[src/design/ctf_pkg.sv]
`timescale 1ns / 1ps
`default_nettype none
// ---------------------------------------------------------------------------
// ctf_pkg
// Shared constants, CORDIC arctangent table and cell types for the
// complementary tilt filter.
// ---------------------------------------------------------------------------
package ctf_pkg;

   localparam int CordicStepsDefault = 16;
   localparam int CordicStepsMax     = 24;

   // CORDIC datapath width: 16-bit operand widened by 2^16, plus growth.
   localparam int CW = 36;
   // Angle accumulator width (signed Q11.16 degrees, within +-270).
   localparam int ZW = 27;

   localparam logic [31:0] GyroGainReset = 32'd10240000;
   localparam logic [16:0] MagLowReset   = 17'd8192;
   localparam logic [16:0] MagHighReset  = 17'd32768;

   localparam logic [16:0] WeightOld = 17'd64225;
   localparam logic [16:0] WeightAcc = 17'd1311;
   localparam logic signed [ZW-1:0] Deg90 = ZW'(90 * 65536);

   localparam logic [1:0] RegGyroGain = 2'd0;
   localparam logic [1:0] RegMagLow   = 2'd1;
   localparam logic [1:0] RegMagHigh  = 2'd2;

   typedef struct packed {
      logic signed [CW-1:0] x;
      logic signed [CW-1:0] y;
      logic signed [ZW-1:0] z;
   } vec_type;

   function automatic logic signed [ZW-1:0] atan_entry(input logic [4:0] i);
      logic signed [ZW-1:0] r;
      case (i)
         5'd0:  r = ZW'(2949120);
         5'd1:  r = ZW'(1740967);
         5'd2:  r = ZW'(919879);
         5'd3:  r = ZW'(466945);
         5'd4:  r = ZW'(234379);
         5'd5:  r = ZW'(117304);
         5'd6:  r = ZW'(58666);
         5'd7:  r = ZW'(29335);
         5'd8:  r = ZW'(14668);
         5'd9:  r = ZW'(7334);
         5'd10: r = ZW'(3667);
         5'd11: r = ZW'(1833);
         5'd12: r = ZW'(917);
         5'd13: r = ZW'(458);
         5'd14: r = ZW'(229);
         5'd15: r = ZW'(115);
         5'd16: r = ZW'(57);
         5'd17: r = ZW'(29);
         5'd18: r = ZW'(14);
         5'd19: r = ZW'(7);
         5'd20: r = ZW'(4);
         5'd21: r = ZW'(2);
         5'd22: r = ZW'(1);
         default: r = '0;
      endcase
      return r;
   endfunction

endpackage
`default_nettype wire

[src/design/ctf_cordic_cell.sv]
`timescale 1ns / 1ps
`default_nettype none
// ---------------------------------------------------------------------------
// ctf_cordic_cell
// One registered CORDIC vectoring micro-rotation with a fixed shift.
// ---------------------------------------------------------------------------
module ctf_cordic_cell #(
   parameter int STEP = 0
) (
   input  wire logic             clock,
   input  wire ctf_pkg::vec_type vec_in,
   output ctf_pkg::vec_type      vec_out
);
   import ctf_pkg::*;

   vec_type vec_ff, vec_next_in;
   logic signed [CW-1:0] xs, ys;

   always_comb begin
      // Arithmetic shift is a floor shift.
      xs = vec_in.x >>> STEP;
      ys = vec_in.y >>> STEP;
      if (!vec_in.y[CW-1]) begin
         vec_next_in.x = vec_in.x + ys;
         vec_next_in.y = vec_in.y - xs;
         vec_next_in.z = vec_in.z + atan_entry(5'(STEP));
      end else begin
         vec_next_in.x = vec_in.x - ys;
         vec_next_in.y = vec_in.y + xs;
         vec_next_in.z = vec_in.z - atan_entry(5'(STEP));
      end
   end

   always_ff @(posedge clock) begin
      vec_ff <= vec_next_in;
   end

   assign vec_out = vec_ff;
endmodule
`default_nettype wire

[src/design/ctf_cordic_chain.sv]
`timescale 1ns / 1ps
`default_nettype none
// ---------------------------------------------------------------------------
// ctf_cordic_chain
// Pre-rotation and a row of CORDIC cells computing atan2(y, x) in degrees.
// ---------------------------------------------------------------------------
module ctf_cordic_chain #(
   parameter int CORDIC_STEPS = ctf_pkg::CordicStepsDefault
) (
   input  wire logic                        clock,
   input  wire logic signed [15:0]          y_in,
   input  wire logic signed [15:0]          x_in,
   output logic signed [ctf_pkg::ZW-1:0]    angle
);
   import ctf_pkg::*;

   vec_type head;
   vec_type taps [CORDIC_STEPS+1];
   logic signed [CW-1:0] xw, yw;

   always_comb begin
      xw = CW'(x_in) <<< 16;
      yw = CW'(y_in) <<< 16;
      head = '{x: xw, y: yw, z: '0};
      if (x_in[15]) begin
         if (!y_in[15]) head = '{x: yw, y: -xw, z: Deg90};
         else           head = '{x: -yw, y: xw, z: -Deg90};
      end
   end

   assign taps[0] = head;

   for (genvar g = 0; g < CORDIC_STEPS; g++) begin : g_cell
      ctf_cordic_cell #(.STEP(g)) u_cell (
         .clock  (clock),
         .vec_in (taps[g]),
         .vec_out(taps[g+1])
      );
   end

   // A zero vector has no direction and reads as zero degrees. The operands
   // are held for the whole pass through the row, so they still apply here.
   assign angle = (x_in == 16'sd0 && y_in == 16'sd0) ? '0 : taps[CORDIC_STEPS].z;
endmodule
`default_nettype wire

[config.mk]
export PLATFORM = sky130hd
export DESIGN_NAME = ctf_cordic_chain
export DESIGN_NICKNAME = d
export VERILOG_FILES = /design/src/design/ctf_pkg.sv /design/src/design/ctf_cordic_cell.sv /design/src/design/ctf_cordic_chain.sv
export SDC_FILE = /design/constraint.sdc
export NUM_CORES = 2
export LEC_CHECK = 0
export BUFFER_PORTS_ARGS = -buffer_cell sky130_fd_sc_hd__buf_4
export CORE_MARGIN = 2
export CORE_UTILIZATION = 50
export CTS_BUF_LIST = sky130_fd_sc_hd__clkbuf_4
export DETAILED_ROUTE_END_ITERATION = 16
export GPL_ROUTABILITY_DRIVEN = 0
export PLACE_DENSITY = 0.7
export SLEW_MARGIN = 40
export SYNTH_ARGS = -nofsm -noshare
export SYNTH_HDL_FRONTEND = slang
export SYNTH_SLANG_ARGS = --single-unit
[constraint.sdc]
create_clock -name clock -period 5.7 [get_ports clock]
set_clock_uncertainty 0.1 [all_clocks]
set_input_delay 1.425 -clock clock [delete_from_list [all_inputs] [get_ports clock]]
set_output_delay 1.425 -clock clock [all_outputs]
set_load 0.1 [all_outputs]
==> Word level (Yosys, flattened, before mapping) <==
Cells that the tools add are included.
{ "word_totals": {"in_bits": 33, "ff_bits": 1476, "word_cells": 160} }
{ "op_classes": {"addsub": 93, "n_reduce_logical": 3, "muxes": 19} }
{ "op_table": {"columns": ["op", "n"], "rows": [
  ["two-way mux 99 bit", 17],
  ["adder 36 x 22 -> 36 bit", 2],
  ["adder 36 x 23 -> 36 bit", 2],
  ["adder 36 x 24 -> 36 bit", 2],
  ["adder 36 x 25 -> 36 bit", 2],
  ["adder 36 x 26 -> 36 bit", 2],
  ["adder 36 x 27 -> 36 bit", 2],
  ["adder 36 x 28 -> 36 bit", 2],
  ["adder 36 x 29 -> 36 bit", 2],
  ["adder 36 x 30 -> 36 bit", 2],
  ["adder 36 x 31 -> 36 bit", 2],
  ["adder 36 x 32 -> 36 bit", 2],
  ["adder 36 x 33 -> 36 bit", 2],
  ["adder 36 x 34 -> 36 bit", 2],
  ["adder 36 x 35 -> 36 bit", 2],
  ["negator 32 -> 36 bit", 2],
  ["subtractor 36 x 22 -> 36 bit", 2],
  ["subtractor 36 x 23 -> 36 bit", 2],
  ["subtractor 36 x 24 -> 36 bit", 2],
  ["subtractor 36 x 25 -> 36 bit", 2],
  ["subtractor 36 x 26 -> 36 bit", 2],
  ["subtractor 36 x 27 -> 36 bit", 2],
  ["subtractor 36 x 28 -> 36 bit", 2],
  ["subtractor 36 x 29 -> 36 bit", 2],
  ["other kinds (43)", 52]
]} }

==> Depth between registers and ports, before layout <==
{ "logic_depth": {"depth_word": 5, "ltp_mapped": 23} }

==> Modules after synthesis <==
A second synthesis with hierarchy kept.
{ "unflattened": {"cells_unflattened": 15908, "area_unflattened_um2": 130317.5} }
{ "modules_own_cells": {"columns": ["mod", "n_inst", "cells_each", "area_each_um2"], "rows": [
  ["ctf_cordic_cell (g_cell[0].u_cell)", 1, 1114, 8732.1],
  ["ctf_cordic_cell (g_cell[3].u_cell)", 1, 1033, 8394.3],
  ["ctf_cordic_cell (g_cell[4].u_cell)", 1, 1026, 8343.0],
  ["ctf_cordic_cell (g_cell[1].u_cell)", 1, 993, 8300.5],
  ["ctf_cordic_cell (g_cell[6].u_cell)", 1, 1029, 8246.7],
  ["ctf_cordic_cell (g_cell[8].u_cell)", 1, 988, 8077.7],
  ["ctf_cordic_cell (g_cell[9].u_cell)", 1, 961, 8023.9],
  ["ctf_cordic_cell (g_cell[10].u_cell)", 1, 966, 8022.7],
  ["ctf_cordic_cell (g_cell[7].u_cell)", 1, 960, 7983.9],
  ["ctf_cordic_cell (g_cell[14].u_cell)", 1, 961, 7950.1],
  ["ctf_cordic_cell (g_cell[5].u_cell)", 1, 976, 7936.4],
  ["ctf_cordic_cell (g_cell[2].u_cell)", 1, 944, 7883.8],
  ["ctf_cordic_cell (g_cell[12].u_cell)", 1, 954, 7878.8],
  ["ctf_cordic_cell (g_cell[11].u_cell)", 1, 932, 7876.3],
  ["3 more rows", null, null, null]
]} }

==> Worst setup path after synthesis <==
OpenSTA, ideal clock, no wires.
{ "synth_path": {"path_type": "input port to flip-flop", "start": "input port y_in[6]", "end": "register g_cell[0].u_cell.vec_ff (netlist bit g_cell[0].u_cell.vec_out[62])", "path_slack_ps": 431, "arrival_ps": 5063, "n_path_buf": 1, "path_stages": 17, "setup_ps": 106, "required_time_ps": 5494, "path_cell_list": "or4_1 -> or4_1 -> o31ai_1 -> xor2_1 -> a21oi_1 -> ha_1 -> clkbuf_1 -> inv_1 -> o21bai_1 -> a211o_1 -> a311o_1 -> a21oi_1 -> o31ai_1 -> a21oi_1 -> o21bai_1 -> nand2b_1 -> o311ai_0"} }
{ "synth_lines": {"columns": ["item", "line", "rtl"], "rows": [
  ["start, declared", "ctf_cordic_chain.sv:11", "input wire logic signed [15:0] y_in,"],
  ["end signal, assigned", "ctf_cordic_cell.sv:35", "vec_ff <= vec_next_in;"],
  ["end, declared", "ctf_cordic_cell.sv:16", "vec_type vec_ff, vec_next_in;"]
]} }

==> Worst setup path in the final report <==
{ "layout_path": {"start": "input port y_in[6]", "end": "output port angle[9] (netlist bit)"} }
{ "layout_via": {"elab_chain_len": 3} }
{ "layout_lines": {"columns": ["item", "line", "rtl"], "rows": [
  ["zero test 16 bit", "ctf_cordic_chain.sv:43", "assign angle = (x_in == 16'sd0 && y_in == 16'sd0) ? '0 : taps[CORDIC_STEPS].z;"],
  ["logical AND 1 bit", "ctf_cordic_chain.sv:43", null],
  ["two-way mux 27 bit", "ctf_cordic_chain.sv:43", null],
  ["end, declared", "ctf_cordic_chain.sv:13", "output logic signed [ctf_pkg::ZW-1:0] angle"]
]} }
No other way between the ends.

==> metrics <==
vias in the first global route=between 80000 and 90000; clock-pin slew on the worst setup and hold paths=roughly 0.070 ns; detailed-router iteration count before antenna repair=6; DR vias/cell=5.81; share of cells above drive strength 1=6.83%; initial antenna violation count=10; final worst slack=0.431 ns; dpl ws=between 0.08 and 0.09 ns; Routed Antenna Nets=0; crit path DAT=roughly 3.7 ns; status=finished, final reports clean; starting density of the core=between 50% and 60%; post-layout net count=roughly 13000; # IOs=60; CTS buffer count=346; Setup crit start kind=primary input; CTS tree=built; chip height=approximately 440 um; Async SR Flop Fraction=0%; root buf cell=clkbuf_4; Seq/Total Area, Yosys=approximately a quarter; Die Width=444 um; DR DRC count=0; Finished Layout Cells=about 15000; Cells after DPL=14100; DR iter-0 viols=between 6000 and 7000; WP data required=between 4 and 5 ns; # H-tree levels=5; period utilization=between 90% and 100%; WL/cell=18.0 um; worst hold slack=0.207 ns; max_slew headroom=43.9%; PortBufs=58; Area Overhead vs Synth=7.88%; yosys warns=0; total wire length=264 mm; fillers=about 18000; Post-synth EDFFs=0; worst-skew pair later-pin latency=about 1.4 ns; pin count of the biggest net entering global routing=slightly below 80; total negative slack=0 ns; deepest clock path buffer count=4; Cell Rows=around 160; RSZ-0062 raised after global routing=no; CTS sink cnt=~1200; worst slew pin tran=between 0.8 and 0.9 ns; total number of vias=approximately 86000; gr usage total=25.8%; CP Capture Type=output port; HPWL Detailed=between 200 and 250 mm; Final min period=between 5 and 6 ns; Synth Area per Inst=about 8.3 um^2; Peak Freq=between 150 and 200 MHz; Hold Fails Final Rpt=0; Max-Cap Viols=0; Post-CTS Hold Buffers=0; total grt overflow=0; Resized cells post-CTS=0; HP Class=register to register; crit path max fanout=26; top_reg_cell synth=dfxtp_1; post-synthesis cell type count=around 110; die area=~200000 um^2; first-pass GRT wire length=423 mm; CP Class=primary input to output port; Setup violations, final=0; #FFs+latches synth=~1200; Core Region=~190000 um^2; postcts setup bufs=0; Post-Syn Instances=~12000; Slew Viols, Final=0; Mapped Area=between 90000 and 100000 um^2; max FFs per register=1247
## layout by cell type (no fill, tap or decap), drive strengths merged, types with 52 or more instances in the layout
cell    synthesis  final
a21oi        1292   1292
ha           1270   1270
dfxtp        1247   1247
nor2         1195   1195
xnor2        1092   1092
xor2          606    606
nand2         572    572
a21o          553    553
inv           521    524
o21ai         513    513
clkbuf        179    457
nor3          327    327
nand3         185    185
o21bai        172    172
nor2b         171    171
o21a          165    165
nand2b        150    150
a31oi         132    132
buf            34    131
and2          117    117
clkinv          3    108
nand4          99     99
or3            90     90
and3           75     75
nor4           75     75
a211oi         72     72
o31ai          60     60
o211ai         53     53
o41ai          52     52
## kinds of logic after synthesis
family,count (synthesis),share of synthesized area (%)
other,2,0.00774
multiplexers,57,0.636
buffers and inverters,737,2.87
adder cells (fa/ha/maj),1303,17.1
AO/OA/AOI/OAI,3400,22.3
flip-flops,1247,25.7
XOR/XNOR,1698,15.3
AND/OR/NAND/NOR,3244,16.0
## synthesized netlist by cell type, types with 25 or more instances
cell type  number  share of area [%]
a21oi_1      1282                6.6
ha_1         1270                 16
dfxtp_1      1247                 26
nor2_1       1194                4.6
xnor2_1      1092                9.9
xor2_1        606                5.5
nand2_1       572                2.2
a21o_1        553                4.3
inv_1         521                2.0
o21ai_0       463                2.4
nor3_1        324                1.7
nand3_1       185               0.95
clkbuf_1      179               0.69
o21bai_1      172                1.3
nor2b_1       171                1.1
o21a_1        164                1.3
nand2b_1      150               0.97
a31oi_1       126               0.81
and2_1        115               0.74
nand4_1        99               0.64
or3_1          90               0.58
and3_1         75               0.48
nor4_1         75               0.48
a211oi_1       68               0.53
o31ai_1        59               0.46
o211ai_1       52               0.40
o21ai_1        49               0.25
o41ai_1        43               0.39
o31a_1         39               0.35
or2_2          39               0.25
or4_1          38               0.29
mux2_2         37               0.43
a21boi_0       36               0.28
a31o_2         34               0.31
and4_1         33               0.30
fa_1           33               0.68
nor3b_1        30               0.23
a211o_1        28               0.25
buf_1          25              0.097
## per-layer routing
layer	GRT usage, %	wire [um]	share of wire [%]	vias to the layer above
li1	-	-	-	42500
met3	3.94	14400	5.5	714
met1	31.5	113000	43	39700
met4	14.0	14400	5.5	6
met5	0	45	0.017	-
met2	43.6	123000	46	2664
## worst max-delay path, stage by stage
cell	delay (ns)
buf_4	0.11
or4_1	0.59
or4_1	0.58
buf_4	0.17
nand4b_1	0.16
buf_4	0.24
and2_1	0.21
buf_4	0.23
## final timing paths
path | slack, ns | to | from | depth (start not counted)
min reg2reg | 0.21 | g_cell[8].u_cell.vec_out[1] | g_cell[7].u_cell.vec_out[1] | 0
max | 0.43 | angle[9] | y_in[6] | 8
min | 0.21 | g_cell[8].u_cell.vec_out[1] | g_cell[7].u_cell.vec_out[1] | 0
max reg2reg | 0.53 | g_cell[6].u_cell.vec_out[97] | g_cell[5].u_cell.vec_out[36] | 19
## area by class of cell
| type | count | area (um^2) | area share [%] |
|---|---|---|---|
| multi-input combinational | 9713 | 69300 | 66.2 |
| clock buffer | 457 | 3430 | 3.28 |
| inverter | 524 | 1970 | 1.88 |
| tap | 2526 | 3160 | 3.02 |
| sequential | 1247 | 25000 | 23.9 |
| clock inverter | 119 | 761 | 0.727 |
| antenna | 9 | 22.5 | 0.0215 |
| timing repair buffer | 131 | 1010 | 0.967 |
## stage by stage
stage                     utilization [%]  area, um^2
after floorplan                         -       97000
after global routing                 54.3      105000
after CTS                            54.3      105000
after detailed placement             52.1      100000
after global placement               52.1      100000
final                                54.3      105000
Power is not shown: default switching activity piles up to over one toggle a cycle in this logic, so the estimate is an artifact.
